File: src/hw/rtl/ccmm_pkg.sv
// Package for the channel column metal maximizer.
// Holds the beat payload types, the run state type, register indexes and
// reset values. No dependencies.
package ccmm_pkg;

	// Largest track count that the channel width register accepts.
	localparam int MAX_TRACKS = 254;

	// Saturation limit as an 8-bit value, since the register is 8 bits wide.
	localparam logic [7:0] MAX_TRACKS_W8 = (MAX_TRACKS > 255) ? 8'd255 : 8'(MAX_TRACKS);

	// Reset values of the configuration registers.
	localparam logic [7:0] VIA_LIMIT_RST     = 8'd2;
	localparam logic [7:0] CHANNEL_WIDTH_RST = (MAX_TRACKS_W8 < 8'd254) ? MAX_TRACKS_W8 : 8'd254;

	// Configuration register indexes.
	typedef enum logic [7:0] {
		REG_VIA_LIMIT     = 8'd0,
		REG_CHANNEL_WIDTH = 8'd1
	} cfg_reg_t;

	// One grid point of the column.
	typedef struct packed {
		logic [7:0] row;
		logic       goes_up;
		logic       goes_right;
		logic       has_contact;
		logic       metal_blocked;
		logic       left_goes_right;
		logic       metal_ok_beyond;
	} point_t;

	// One closed span.
	typedef struct packed {
		logic       convert;
		logic [7:0] span_bottom;
		logic [7:0] span_top;
		logic       contact_at_bottom;
		logic       contact_at_top;
	} span_t;

	// Open-run tracking state carried from point to point.
	typedef struct packed {
		logic       run_open;
		logic [7:0] run_start;
		logic       low_contact_needed;
		logic       low_contact_present;
		logic       prior_row_contact;
	} run_state_t;

	// Configuration register values.
	typedef struct packed {
		logic [7:0] via_limit;
		logic [7:0] channel_width;
	} cfg_t;

endpackage

File: src/hw/rtl/ccmm_point.sv
// Per-point decision logic of the channel column metal maximizer.
// Purely combinational: next run state and the optional closed span.
// Depends on ccmm_pkg.
module ccmm_point (
	input  ccmm_pkg::cfg_t       cfg,
	input  ccmm_pkg::run_state_t state,
	input  ccmm_pkg::point_t     point,
	output ccmm_pkg::run_state_t state_next,
	output logic                 span_valid,
	output ccmm_pkg::span_t      span
);
	import ccmm_pkg::*;

	logic [8:0] top_row;
	logic       through;
	logic       crossing;
	logic       ignored;
	logic       closes;
	logic [7:0] top;
	logic       need_hi;
	logic       has_hi;
	logic [7:0] span_len;
	logic       too_many_vias;
	logic       convert;

	// The top boundary row sits one above the last track.
	assign top_row  = {1'b0, cfg.channel_width} + 9'd1;
	assign through  = point.goes_right && point.left_goes_right;
	assign crossing = through && !point.has_contact;
	assign ignored  = {1'b0, point.row} > top_row;

	// Decide whether this point closes the open run, and where its top is.
	always_comb begin
		closes  = 1'b0;
		top     = point.row - 8'd1;
		need_hi = 1'b1;
		has_hi  = state.prior_row_contact;
		if (!ignored && point.row != 8'd0 && state.run_open) begin
			priority if (point.metal_blocked || crossing) begin
				closes = 1'b1;
			end else if ({1'b0, point.row} == top_row) begin
				closes = 1'b1;
				if (point.metal_ok_beyond) begin
					top     = point.row;
					need_hi = 1'b0;
					has_hi  = 1'b0;
				end
			end else if (!point.goes_up) begin
				closes  = 1'b1;
				top     = point.row;
				need_hi = 1'b0;
				has_hi  = 1'b1;
			end else begin
				// The run carries on upward.
				closes = 1'b0;
			end
		end
	end

	// Two new vias arise only when both ends need one and neither has one.
	assign too_many_vias = state.low_contact_needed && need_hi && !has_hi &&
		!state.low_contact_present;
	assign span_len = top - state.run_start;
	assign convert  = (state.run_start < top) &&
		(!too_many_vias || span_len >= cfg.via_limit);

	assign span_valid             = closes;
	assign span.convert           = convert;
	assign span.span_bottom       = state.run_start;
	assign span.span_top          = top;
	assign span.contact_at_bottom = convert && state.low_contact_needed;
	assign span.contact_at_top    = convert && need_hi;

	// Next run state.
	always_comb begin
		state_next = state;
		if (!ignored) begin
			state_next.prior_row_contact = point.has_contact;
			if (point.row == 8'd0) begin
				state_next.run_open = point.goes_up && point.metal_ok_beyond &&
					!point.metal_blocked;
				if (state_next.run_open) begin
					state_next.run_start           = 8'd0;
					state_next.low_contact_needed  = 1'b0;
					state_next.low_contact_present = 1'b0;
				end
			end else if (!state.run_open) begin
				if (!point.metal_blocked && point.goes_up && !crossing) begin
					state_next.run_open            = 1'b1;
					state_next.run_start           = point.row;
					state_next.low_contact_needed  = !through;
					state_next.low_contact_present = point.has_contact;
				end
			end else if (closes) begin
				state_next.run_open = 1'b0;
			end
		end
	end

endmodule

File: src/hw/rtl/channel_column_metal_maximizer_core.sv
// Top level of the channel column metal maximizer.
// Input register, per-point decision logic and result register.
// Depends on ccmm_pkg and ccmm_point.
//
// Usage: grid points of a column enter bottom to top on the in channel,
// one beat per point (in_valid / in_stall). A point with row 0 starts a
// new column. Each point that closes an open vertical run yields one beat
// on the out channel (out_valid / out_stall) with the span and whether it
// becomes metal; other points yield nothing.
// A point passes the input register, then the result register. Unless the
// receiver stalls, one point is accepted every cycle: the input register
// feeds the decision logic, whose run state updates as the point moves
// into the result register, so the next point follows in the next cycle.
// When the receiver stalls, the result register holds its beat and the
// input register holds one more point; in_stall rises only when both are
// full. Configuration writes (cfg_valid / cfg_ready, always ready) set
// via_limit (index 0) and channel_width (index 1); they are meant for
// idle periods. Reset clears the run state, empties both registers and
// loads via_limit = 2 and channel_width = 254.
module channel_column_metal_maximizer_core (
	input  logic             clk,
	input  logic             arst_n,
	input  logic             in_valid,
	output logic             in_stall,
	input  ccmm_pkg::point_t in_data,
	output logic             out_valid,
	input  logic             out_stall,
	output ccmm_pkg::span_t  out_data,
	input  logic             cfg_valid,
	output logic             cfg_ready,
	input  logic [7:0]       cfg_index,
	input  logic [7:0]       cfg_data
);
	import ccmm_pkg::*;

	cfg_t       cfg_q;
	run_state_t state_q;
	run_state_t state_next;
	point_t     point_s1;
	logic       valid_s1;
	span_t      span_c;
	logic       span_valid_c;
	span_t      out_data_q;
	logic       out_valid_q;
	logic       advance;
	logic       process;

	// The result register can take a new beat when empty or being drained.
	assign advance   = !out_valid_q || !out_stall;
	assign process   = valid_s1 && advance;
	assign in_stall  = valid_s1 && !advance;
	assign cfg_ready = 1'b1;
	assign out_valid = out_valid_q;
	assign out_data  = out_data_q;

	// Configuration registers; channel width saturates at the track limit.
	always_ff @(posedge clk or negedge arst_n) begin
		if (!arst_n) begin
			cfg_q.via_limit     <= VIA_LIMIT_RST;
			cfg_q.channel_width <= CHANNEL_WIDTH_RST;
		end else if (cfg_valid) begin
			unique case (cfg_index)
				REG_VIA_LIMIT: begin
					cfg_q.via_limit <= cfg_data;
				end
				REG_CHANNEL_WIDTH: begin
					cfg_q.channel_width <= (cfg_data > MAX_TRACKS_W8) ? MAX_TRACKS_W8 : cfg_data;
				end
				default: begin
				end
			endcase
		end
	end

	// Input register.
	always_ff @(posedge clk or negedge arst_n) begin
		if (!arst_n) begin
			valid_s1 <= 1'b0;
		end else if (!in_stall) begin
			valid_s1 <= in_valid;
		end
	end

	always_ff @(posedge clk) begin
		if (in_valid && !in_stall) begin
			point_s1 <= in_data;
		end
	end

	ccmm_point u_point (
		.cfg        (cfg_q),
		.state      (state_q),
		.point      (point_s1),
		.state_next (state_next),
		.span_valid (span_valid_c),
		.span       (span_c)
	);

	// Run state moves on as each point leaves the input register.
	always_ff @(posedge clk or negedge arst_n) begin
		if (!arst_n) begin
			state_q <= '0;
		end else if (process) begin
			state_q <= state_next;
		end
	end

	// Result register.
	always_ff @(posedge clk or negedge arst_n) begin
		if (!arst_n) begin
			out_valid_q <= 1'b0;
		end else if (advance) begin
			out_valid_q <= process && span_valid_c;
		end
	end

	always_ff @(posedge clk) begin
		if (process && span_valid_c) begin
			out_data_q <= span_c;
		end
	end

endmodule

File: config.mk
export PLATFORM = sky130hd
export DESIGN_NAME = channel_column_metal_maximizer_core
export DESIGN_NICKNAME = d
export VERILOG_FILES = /design/src/hw/rtl/ccmm_pkg.sv /design/src/hw/rtl/ccmm_point.sv /design/src/hw/rtl/channel_column_metal_maximizer_core.sv
export SDC_FILE = /design/constraint.sdc
export NUM_CORES = 1
export LEC_CHECK = 0
export BUFFER_PORTS_ARGS = -buffer_cell sky130_fd_sc_hd__buf_2
export CAP_MARGIN = 20
export CORE_UTILIZATION = 45
export DETAILED_ROUTE_END_ITERATION = 12
export GPL_ROUTABILITY_DRIVEN = 0
export PLACE_DENSITY = 0.66
export SLEW_MARGIN = 20
export SYNTH_ARGS = -nofsm -noshare
export SYNTH_HDL_FRONTEND = slang
export SYNTH_SLANG_ARGS = --single-unit
File: constraint.sdc
create_clock -name clk -period 6.9 [get_ports clk]
set_input_delay 1.035 -clock clk [delete_from_list [all_inputs] [get_ports clk]]
set_output_delay 1.035 -clock clk [all_outputs]
set_load 0.05 [all_outputs]
==> results of run 1 <==
==> flip-flops by register name, indices dropped and copies added, names as in the netlist <==
signal / flops
out_data: 19
cfg_q: 16
point_s1: 14
state_q: 12
out_valid: 1
valid_s1: 1
==> metal layers <==
layer / track usage [%] / wire (um) / vias up
met4: 6.64 / 95 / 0
met5: 0 / 0 / -
met3: 5.17 / 272 / 9
li1: - / - / 1194
met1: 24.9 / 3210 / 1144
met2: 31.8 / 3210 / 63
==> metrics by stage <==
step                      cell area (um^2)  hold slack [ns]  setup WS [ns]  utilization [%]  cells
after floorplan                       3440            0.425           1.57                -    299
after global placement                3810            0.432           1.26             52.0    449
after detailed placement              3810            0.434           1.09             52.0    449
after CTS                             4010            0.449           1.05             54.7    465
after global routing                  4010            0.461          0.541             54.7    465
final                                 4010            0.449           1.03             54.7    465
==> cell type report <==
| type | instances | area, um^2 | area share [%] |
|---|---|---|---|
| clock buffers | 12 | 155 | 3.87 |
| clock inverters | 4 | 43.8 | 1.09 |
| inverters | 25 | 93.8 | 2.34 |
| multi-input cells | 206 | 1560 | 38.9 |
| flip-flops and latches | 63 | 1750 | 43.7 |
| well taps | 99 | 124 | 3.09 |
| repair buffers | 56 | 283 | 7.05 |
==> power breakdown <==
group          switching, mW  internal [mW]  total, mW  leakage [nW]
Combinational          0.203          0.151      0.354          1.01
Sequential            0.0290          0.455      0.484         0.651
Clock                  0.137          0.184      0.321         0.104
==> critical path: cells and delay by family (launching register included) <==
family                     cells  cell delay (ns)
AOI/OAI and AO/OA             10             2.02
and+or+nand+nor                7             1.88
adders and majority gates      3             0.81
DFF                            1             0.57
xor gates and xnor gates       2             0.32
==> worst max-delay path by stage <==
stage	startpoint	to
2_1_floorplan	cfg_q[2]	out_data[18]
3_3_place_gp	cfg_q[2]	out_data[1]
3_5_place_dp	cfg_q[2]	out_data[18]
4_1_cts	cfg_q[2]	out_data[18]
5_1_grt	cfg_q[1]	out_data[18]
6_report	cfg_q[2]	out_data[18]
==> placed cells by master (no fill, tap or decap), types with 2 or more instances in the layout <==
cell type,n
a21oi_1,12
a21oi_2,2
and3_1,2
buf_2,55
clkbuf_8,11
clkinv_2,2
dfrtp_1,22
dfstp_2,8
edfxtp_1,33
ha_1,27
inv_1,25
mux2_2,9
mux2_4,2
mux2i_1,8
nand2_1,27
nand2b_1,4
nand3_1,8
nand4_1,4
nor2_1,17
nor2b_1,3
nor3_1,5
nor4_1,3
o211ai_1,6
o21ai_0,22
or2_2,4
xnor2_1,9
xnor2_2,2
xor2_1,6
==> kinds of logic (layout without fill, tap and decap cells) <==
logic type | after synthesis | in the layout
XOR/XNOR | 17 | 17
flip-flops | 63 | 63
AO/OA/AOI/OAI | 53 | 53
adder cells (fa/ha/maj) | 28 | 28
other | 1 | 1
buffers and inverters | 30 | 97
AND/OR/NAND/NOR | 88 | 88
multiplexers | 19 | 19
==> impl_results.md, run 1 <==
- Syn nets: 362
- Outcome: finished clean
- CTS tree: done
- Vias: 2,410
- Die area: 0.00799 mm^2
- Pin count of the biggest net entering global routing: 31
- Mux contribution to synthesized area: 6.15%
- Post-synth top cells: edfxtp_1 (33), ha_1 (27), nand2_1 (27)
- Netlist cell types: 51
- Max Fanout on Critical Path: 10
- Synthesis-to-finish area growth: 16.7%
- CTS clock-pin slew for the worst setup and hold paths: 0.07 ns
- Cell Chain, Critical Path: and4_2, nand4_1, xor2_1, ha_1, nand3_1, o211ai_1, a21oi_1, o311ai_2, or2_1, a21oi_2, ha_1, nor2b_1, o21ai_0, a21oi_1, o21ai_0, a21oi_1, xor2_1, ha_1, or4b_2, a2111oi_0, or2_2, a21boi_2
- Tightest Hold Check Type: reg -> reg
- Syn Area/Cell: 11.5 um^2
- Vias in the first global route: 2,318
- Setup CP Type: reg -> reg
- Fillers: 664
- Die H: 89.4 um
- Overflow after GRT: 0
- Port bufs: 55
- H-Tree Depth: 3
- #FFs+latches synth: 63
- FFs w/ async S/R, synth: 47.6%
- RSZ-0062 raised after global routing: no
- R2R depth: 22
- Worst EP required: 6.98 ns
- Primary FF master, synth: edfxtp_1
- Worst setup EP type: register
- Io pins: 57
- Iter 0 DRT Violations: 87
- FF-to-FF End: out_data[18]
- Antenna Cells: 0
- DR DRC count: 0
- Most numerous cell in the Yosys netlist: edfxtp_1
- Slowest-stage cell, CP: or4b_2
- Die W: 89.4 um
- XOR/XNOR Fraction of Synth Area: 4.77%
- Clock sink total: 63
- Post-Syn Instances: 299
- Initial antenna violation count: 0
- Synth Area in Adders: 10.4%
- Min-delay src: state_q[4]
- Worst-skew pair later-pin latency: 0.34 ns
- 1st-pass router iterations: 4
- Final min period: 5.87 ns
- Hold Crit Depth: 0
- Hold_buf cts: 0
- Inserted Clock Buffers: 9
- Bufs on Longest Clock Path: 2
- Post-CTS Setup Inserts: 0
- Top cell type's share of synthesized area: 28.8%
- Clock skew: 0.00913 ns
- Root Driver: clkbuf_8
- Fin. Hold Viols: 0
- Max IR drop VDD: 0.000151 V
- DR vias/cell: 5.18
- Top area cells in the synthesized netlist: edfxtp_1 (29%), dfrtp_1 (16%), ha_1 (9.8%)
- NumNets Final: 424
- Tot Pwr: 1.16 mW
- PD cells: 289 mW/mm^2
- CP Launch Type: register
- Arrival time worst endpoint: 5.95 ns
- Slew margin rel.: 51.7%
- Syn. warnings: 0
- GRT Util Overall: 19.4%
- First-pass GRT wire length: 11,300 um
- Seq/Total Area, Yosys: 51.0%
- Final Max Slew Viols: 0
- Sum Neg Setup Slack: 0 ns
- Synth Area in Compound Gates: 10.6%
- Cell Rows: 31
- Final HPWL DP: 5340 um
- Mapped Area: 0.00344 mm^2
- Count of final setup violators: 0
- Pleak: 1.76 nW
- Simple-Gate Fraction of Synth Area: 13.2%
- Worst Hold Endpoint: out_data[11]
- Fraction of layout cells with a size suffix above 1: 29.5%
- Largest stage delay, worst path: 0.62 ns
- Worst-margin pin slew: 0.721 ns
- Largest family of logic cells by synthesized area: simple AND/OR/NAND/NOR gates
- R2r setup slk: 1.03 ns
- Critical R2R Launch: cfg_q[2]
- Core area: 0.00733 mm^2
- Final wirelength: 6790 um
- Post_cts resized: 0
- EDFF count, synth: 33
- Biggest area consumer among synthesized cells: edfxtp_1
- Highest Clock Rate: 0.170 GHz
- Post-DRT Antenna Nets: 0
- Drt wl/cell: 14.6 um
- Period utilization: 85.1%
- Initial core utilization: 46.9%
- Max cap viols: 0
Note: power is estimated with default switching activity, not from simulation.
==> inputs of run 2 (changes only) <==
--- a/config.mk
+++ b/config.mk
@@ -7,10 +7,10 @@
 export LEC_CHECK = 0
 export BUFFER_PORTS_ARGS = -buffer_cell sky130_fd_sc_hd__buf_2
 export CAP_MARGIN = 20
-export CORE_UTILIZATION = 45
+export CORE_UTILIZATION = 30
+export CTS_CLUSTER_DIAMETER = 30
 export DETAILED_ROUTE_END_ITERATION = 12
 export GPL_ROUTABILITY_DRIVEN = 0
-export PLACE_DENSITY = 0.66
 export SLEW_MARGIN = 20
 export SYNTH_ARGS = -nofsm -noshare
 export SYNTH_HDL_FRONTEND = slang
==> impl_results.md, run 2 (synthesis results as in run 1) <==
- Outcome: finished clean
- Initial core utilization: 31.3%
- Final wirelength: 7290 um
- Final Max Slew Viols: 0
- Overflow after GRT: 0
- P_sw: 392 uW
- Drt wl/cell: 14.4 um
- RSZ-0062 raised after global routing: no
- Count of final setup violators: 0
- Post-Route Utilization: 38.0%
- Area after DPL: 0.00386 mm^2
- FF/Latch Area: 0.00175 mm^2
- Hold_buf cts: 0
- Tot Pwr: 1.31 mW
- Cell Rows: 38
- Inserted Clock Buffers: 9
- Synthesis-to-finish area growth: 21.5%
- CP Launch Type: register
- Arrival time worst endpoint: 6.06 ns
- R2r setup slk: 0.91 ns
- Die W: 109 um
- Post_cts resized: 0
- Clock power frac: 35.9%
- Power share of the sequential group: 37.1%
- Vias in the first global route: 2,429
- Max cap viols: 0
- Die H: 109 um
- Worst EP required: 6.97 ns
- Multi-input logic area: 0.00156 mm^2
- Post-DRT Antenna Nets: 0
- 1st-pass router iterations: 4
- CTS clock-pin slew for the worst setup and hold paths: 0.05 ns
- Sum Neg Setup Slack: 0 ns
- Clock sink total: 63
- Core area: 0.0110 mm^2
- Cell Chain, Critical Path: and4_2, nand4_1, xor2_1, ha_1, nand3_1, o211ai_1, a21oi_1, o311ai_2, or2_1, a21oi_2, ha_1, nor2b_1, o21ai_0, a21oi_1, o21ai_0, a21oi_1, xor2_1, ha_1, or4b_2, a2111oi_0, or2_2, a21oi_2
- Setup CP Type: reg -> reg
- PD cells: 314 mW/mm^2
- Fin. Hold Viols: 0
- Clock skew: 0.00560 ns
- First-pass GRT wire length: 12,300 um
- Io pins: 57
- Hold_ws: 0.442 ns
- Highest Clock Rate: 0.167 GHz
- Pleak: 1.81 nW
- Largest stage delay, worst path: 0.63 ns
- Bufs on Longest Clock Path: 2
- Final HPWL DP: 5750 um
- DR DRC count: 0
- Port bufs: 55
- Post-route cell area: 0.00417 mm^2
- Max reg flops: 19
- Tightest Hold Check Type: reg -> reg
- CTS tree: done
- Most common cell after layout, fill and taps aside: buf_2
- Final min period: 5.99 ns
- Comb power frac: 27.0%
- Iter 0 DRT Violations: 86
- Initial antenna violation count: 0
- DR vias/cell: 4.79
- Pin count of the biggest net entering global routing: 31
- Slew margin rel.: 49.9%
- Worst-margin pin slew: 0.749 ns
- Die area: 0.0119 mm^2
- Root Driver: clkbuf_16
- Int Pwr: 919 uW
- Max IR drop VDD: 0.000130 V
- Commonest non-fill, non-tap cells in the layout: buf_2 (55), edfxtp_1 (33), nand2_1 (27), ha_1 (27), inv_1 (25)
- Fillers: 1,100
- GRT Util Overall: 13.9%
- Sw Share: 29.9%
- NumNets Final: 424
- Worst setup EP type: register
- Antenna Cells: 0
- Slowest-stage cell, CP: or4b_2
- Period utilization: 86.7%
- Worst-skew pair later-pin latency: 0.33 ns
- Vias: 2,422
- H-Tree Depth: 3
- Max Fanout on Critical Path: 10
- Post-CTS Setup Inserts: 0
- Fraction of layout cells with a size suffix above 1: 29.5%
==> run 2: power groups by stage <==
stage / registers, mW / clock network, mW / logic (mW)
after floorplan: 0.499 / 0 / 0.252
after global placement: 0.492 / 0 / 0.346
after detailed placement: 0.494 / 0 / 0.353
after CTS: 0.487 / 0.479 / 0.356
after global routing: 0.492 / 0.497 / 0.406
final: 0.486 / 0.470 / 0.354
==> run 2: stage by stage <==
| stage | worst slack, ns | instances |
|---|---|---|
| floorplan | 1.57 | 299 |
| global placement | 1.25 | 490 |
| detailed placement | 0.954 | 490 |
| CTS | 0.916 | 506 |
| global route | 0.491 | 506 |
| finish | 0.915 | 506 |
==> run 2: metal layers <==
layer / vias up / GRT usage [%] / routed length, um
li1: 1195 / - / -
met1: 1147 / 18.4 / 3380
met2: 68 / 21.5 / 3340
met3: 12 / 4.12 / 428
met4: 0 / 4.92 / 139
met5: - / 0 / 0
==> run 2: area by class of cell <==
type / count / share of cell area (%)
multi-input combinational: 206 / 37.3
clock buffer: 9 / 5.40
clock inverter: 7 / 2.10
tap: 140 / 4.20
inverter: 25 / 2.25
sequential: 63 / 42.0
timing repair buffer: 56 / 6.77
==> run 2: worst paths after layout <==
kind                             from      endpoint  depth (start not counted)
max                          cfg_q[2]   out_data[1]                         22
min                        state_q[9]  out_data[16]                          0
max reg2reg                  cfg_q[2]   out_data[1]                         22
min reg2reg                state_q[9]  out_data[16]                          0
max in group asynchronous      arst_n   state_q[10]                          1
min in group asynchronous      arst_n     out_valid                          1
==> run 2: critical path, delay by kind of cell, from the launching register on <==
kind                     cells  cell delay (ns)
AO/OA/AOI/OAI               10             2.09
AND/OR/NAND/NOR              7             1.94
XOR/XNOR                     2             0.31
adder cells (fa/ha/maj)      3             0.80
flip-flops                   1             0.58
==> inputs of run 3 (changes only) <==
--- a/config.mk
+++ b/config.mk
@@ -7,6 +7,7 @@
 export LEC_CHECK = 0
 export BUFFER_PORTS_ARGS = -buffer_cell sky130_fd_sc_hd__buf_2
 export CAP_MARGIN = 20
+export CORE_ASPECT_RATIO = 1.2
 export CORE_UTILIZATION = 30
 export CTS_CLUSTER_DIAMETER = 30
 export DETAILED_ROUTE_END_ITERATION = 12
==> impl_results.md, run 3 (synthesis results as in run 1) <==
- Fin. Hold Viols: 0
- Die W: 99.7 um
- Pleak: 1.81 nW
- Slew margin rel.: 50.6%
- Post-CTS Setup Inserts: 0
- Root Driver: clkbuf_16
- Max Fanout on Critical Path: 10
- Post_cts resized: 0
- Inserted Clock Buffers: 9
- Final HPWL DP: 6010 um
- Sw Share: 30.4%
- Highest Clock Rate: 0.169 GHz
- CP Launch Type: register
- Worst-skew pair later-pin latency: 0.34 ns
- Iter 0 DRT Violations: 75
- FF-to-FF End: out_data[1]
- Max reg flops: 19
- Pin count of the biggest net entering global routing: 31
- GRT Util Overall: 14.0%
- Tot Pwr: 1.32 mW
- Hold_buf cts: 0
- P_sw: 402 uW
- Clock skew: 0.00276 ns
- Hold_ws: 0.443 ns
- Worst setup EP type: register
- Cell Rows: 42
- RSZ-0062 raised after global routing: no
- Sum Neg Setup Slack: 0 ns
- First-pass GRT wire length: 12,400 um
- Outcome: finished clean
- Clock power frac: 35.9%
- Bufs on Longest Clock Path: 2
- Max cap viols: 0
- Synthesis-to-finish area growth: 22.0%
- Tightest Hold Check Type: reg -> reg
- Initial core utilization: 31.0%
- H-Tree Depth: 3
- Worst EP required: 6.98 ns
- CTS tree: done
- Vias: 2,419
- PD cells: 315 mW/mm^2
- Final min period: 5.93 ns
- Fillers: 1,112
- Crit path from: cfg_q[2]
- Post-Route Utilization: 37.8%
- Worst setup endpoint: out_data[1]
- Drt wl/cell: 14.7 um
- Commonest non-fill, non-tap cells in the layout: buf_2 (55), edfxtp_1 (33), nand2_1 (27), ha_1 (27), inv_1 (25)
- 1st-pass router iterations: 4
- CTS clock-pin slew for the worst setup and hold paths: 0.05 ns
- Antenna Cells: 0
- Final Max Slew Viols: 0
- Overflow after GRT: 0
- Core area: 0.0111 mm^2
- Period utilization: 86.0%
- Initial antenna violation count: 0
- Final wirelength: 7620 um
- NumNets Final: 424
- Io pins: 57
- Die area: 0.0119 mm^2
- Post-DRT Antenna Nets: 0
- Count of final setup violators: 0
- DR DRC count: 0
- Critical R2R Launch: cfg_q[2]
- Int Pwr: 919 uW
- Comb power frac: 27.3%
- Die H: 119 um
- DR vias/cell: 4.65
- Worst-margin pin slew: 0.738 ns
- Clock sink total: 63
- Most common cell after layout, fill and taps aside: buf_2
- Fraction of layout cells with a size suffix above 1: 29.5%
- Max IR drop VDD: 0.000129 V
- Arrival time worst endpoint: 6.01 ns
- Port bufs: 55
- R2R depth: 22
- Power share of the sequential group: 36.8%
- Vias in the first global route: 2,490
- Setup CP Type: reg -> reg
- R2r setup slk: 0.97 ns
-- run 3: cell counts in the layout (fill, tap and decap cells not counted) --
No cell type changed its count.
-- run 3: worst min path at each step --
stage	startpoint	cells after the start	to
after floorplan	state_q[4]	0	out_data[11]
after global placement	state_q[8]	0	out_data[15]
after detailed placement	state_q[7]	0	out_data[14]
after CTS	state_q[7]	0	out_data[14]
after global routing	state_q[10]	0	out_data[17]
final	state_q[7]	0	out_data[14]
-- run 3: layout make-up --
type	instances	area, um^2	share of cell area [%]
flip-flops and latches	63	1750	41.8
clock inverters	7	87.6	2.09
inverters	25	93.8	2.24
clock buffers	9	225	5.37
multi-input cells	206	1560	37.2
repair buffers	56	283	6.75
well taps	154	193	4.60
-- run 3: layer usage --
layer / wire, um / part of all wire (%) / vias up / track usage [%]
met1: 3290 / 43 / 1151 / 15.9
met4: 230 / 3.0 / 0 / 7.63
li1: - / - / 1192 / -
met3: 294 / 3.9 / 17 / 3.76
met2: 3800 / 50 / 59 / 23.8
met5: 0 / 0 / - / 0
-- run 3: critical path, stage by stage (launching register included) --
cell	delay (ns)
dfstp_2	0.57
and4_2	0.24
nand4_1	0.13
xor2_1	0.17
ha_1	0.33
nand3_1	0.17
o211ai_1	0.21
a21oi_1	0.08
o311ai_2	0.52
or2_1	0.41
a21oi_2	0.15
ha_1	0.32
nor2b_1	0.13
o21ai_0	0.19
a21oi_1	0.12
o21ai_0	0.18
a21oi_1	0.11
xor2_1	0.16
ha_1	0.19
or4b_2	0.64
a2111oi_0	0.37
or2_2	0.22
a21oi_2	0.06
-- run 3: stage by stage --
step	cells	worst slack (ns)	cell area, um^2
floorplan	299	1.57	3440
global placement	504	1.27	3880
detailed placement	504	1.05	3880
CTS	520	1.03	4190
global route	520	0.574	4190
finish	520	0.966	4190
-- run 3: power by group through the flow --
| stage | clock network, mW | registers, mW | logic, mW |
|---|---|---|---|
| global route | 0.498 | 0.492 | 0.404 |
| CTS | 0.485 | 0.487 | 0.358 |
| finish | 0.475 | 0.486 | 0.360 |
| floorplan | 0 | 0.499 | 0.252 |
| detailed placement | 0 | 0.494 | 0.356 |
| global placement | 0 | 0.492 | 0.347 |
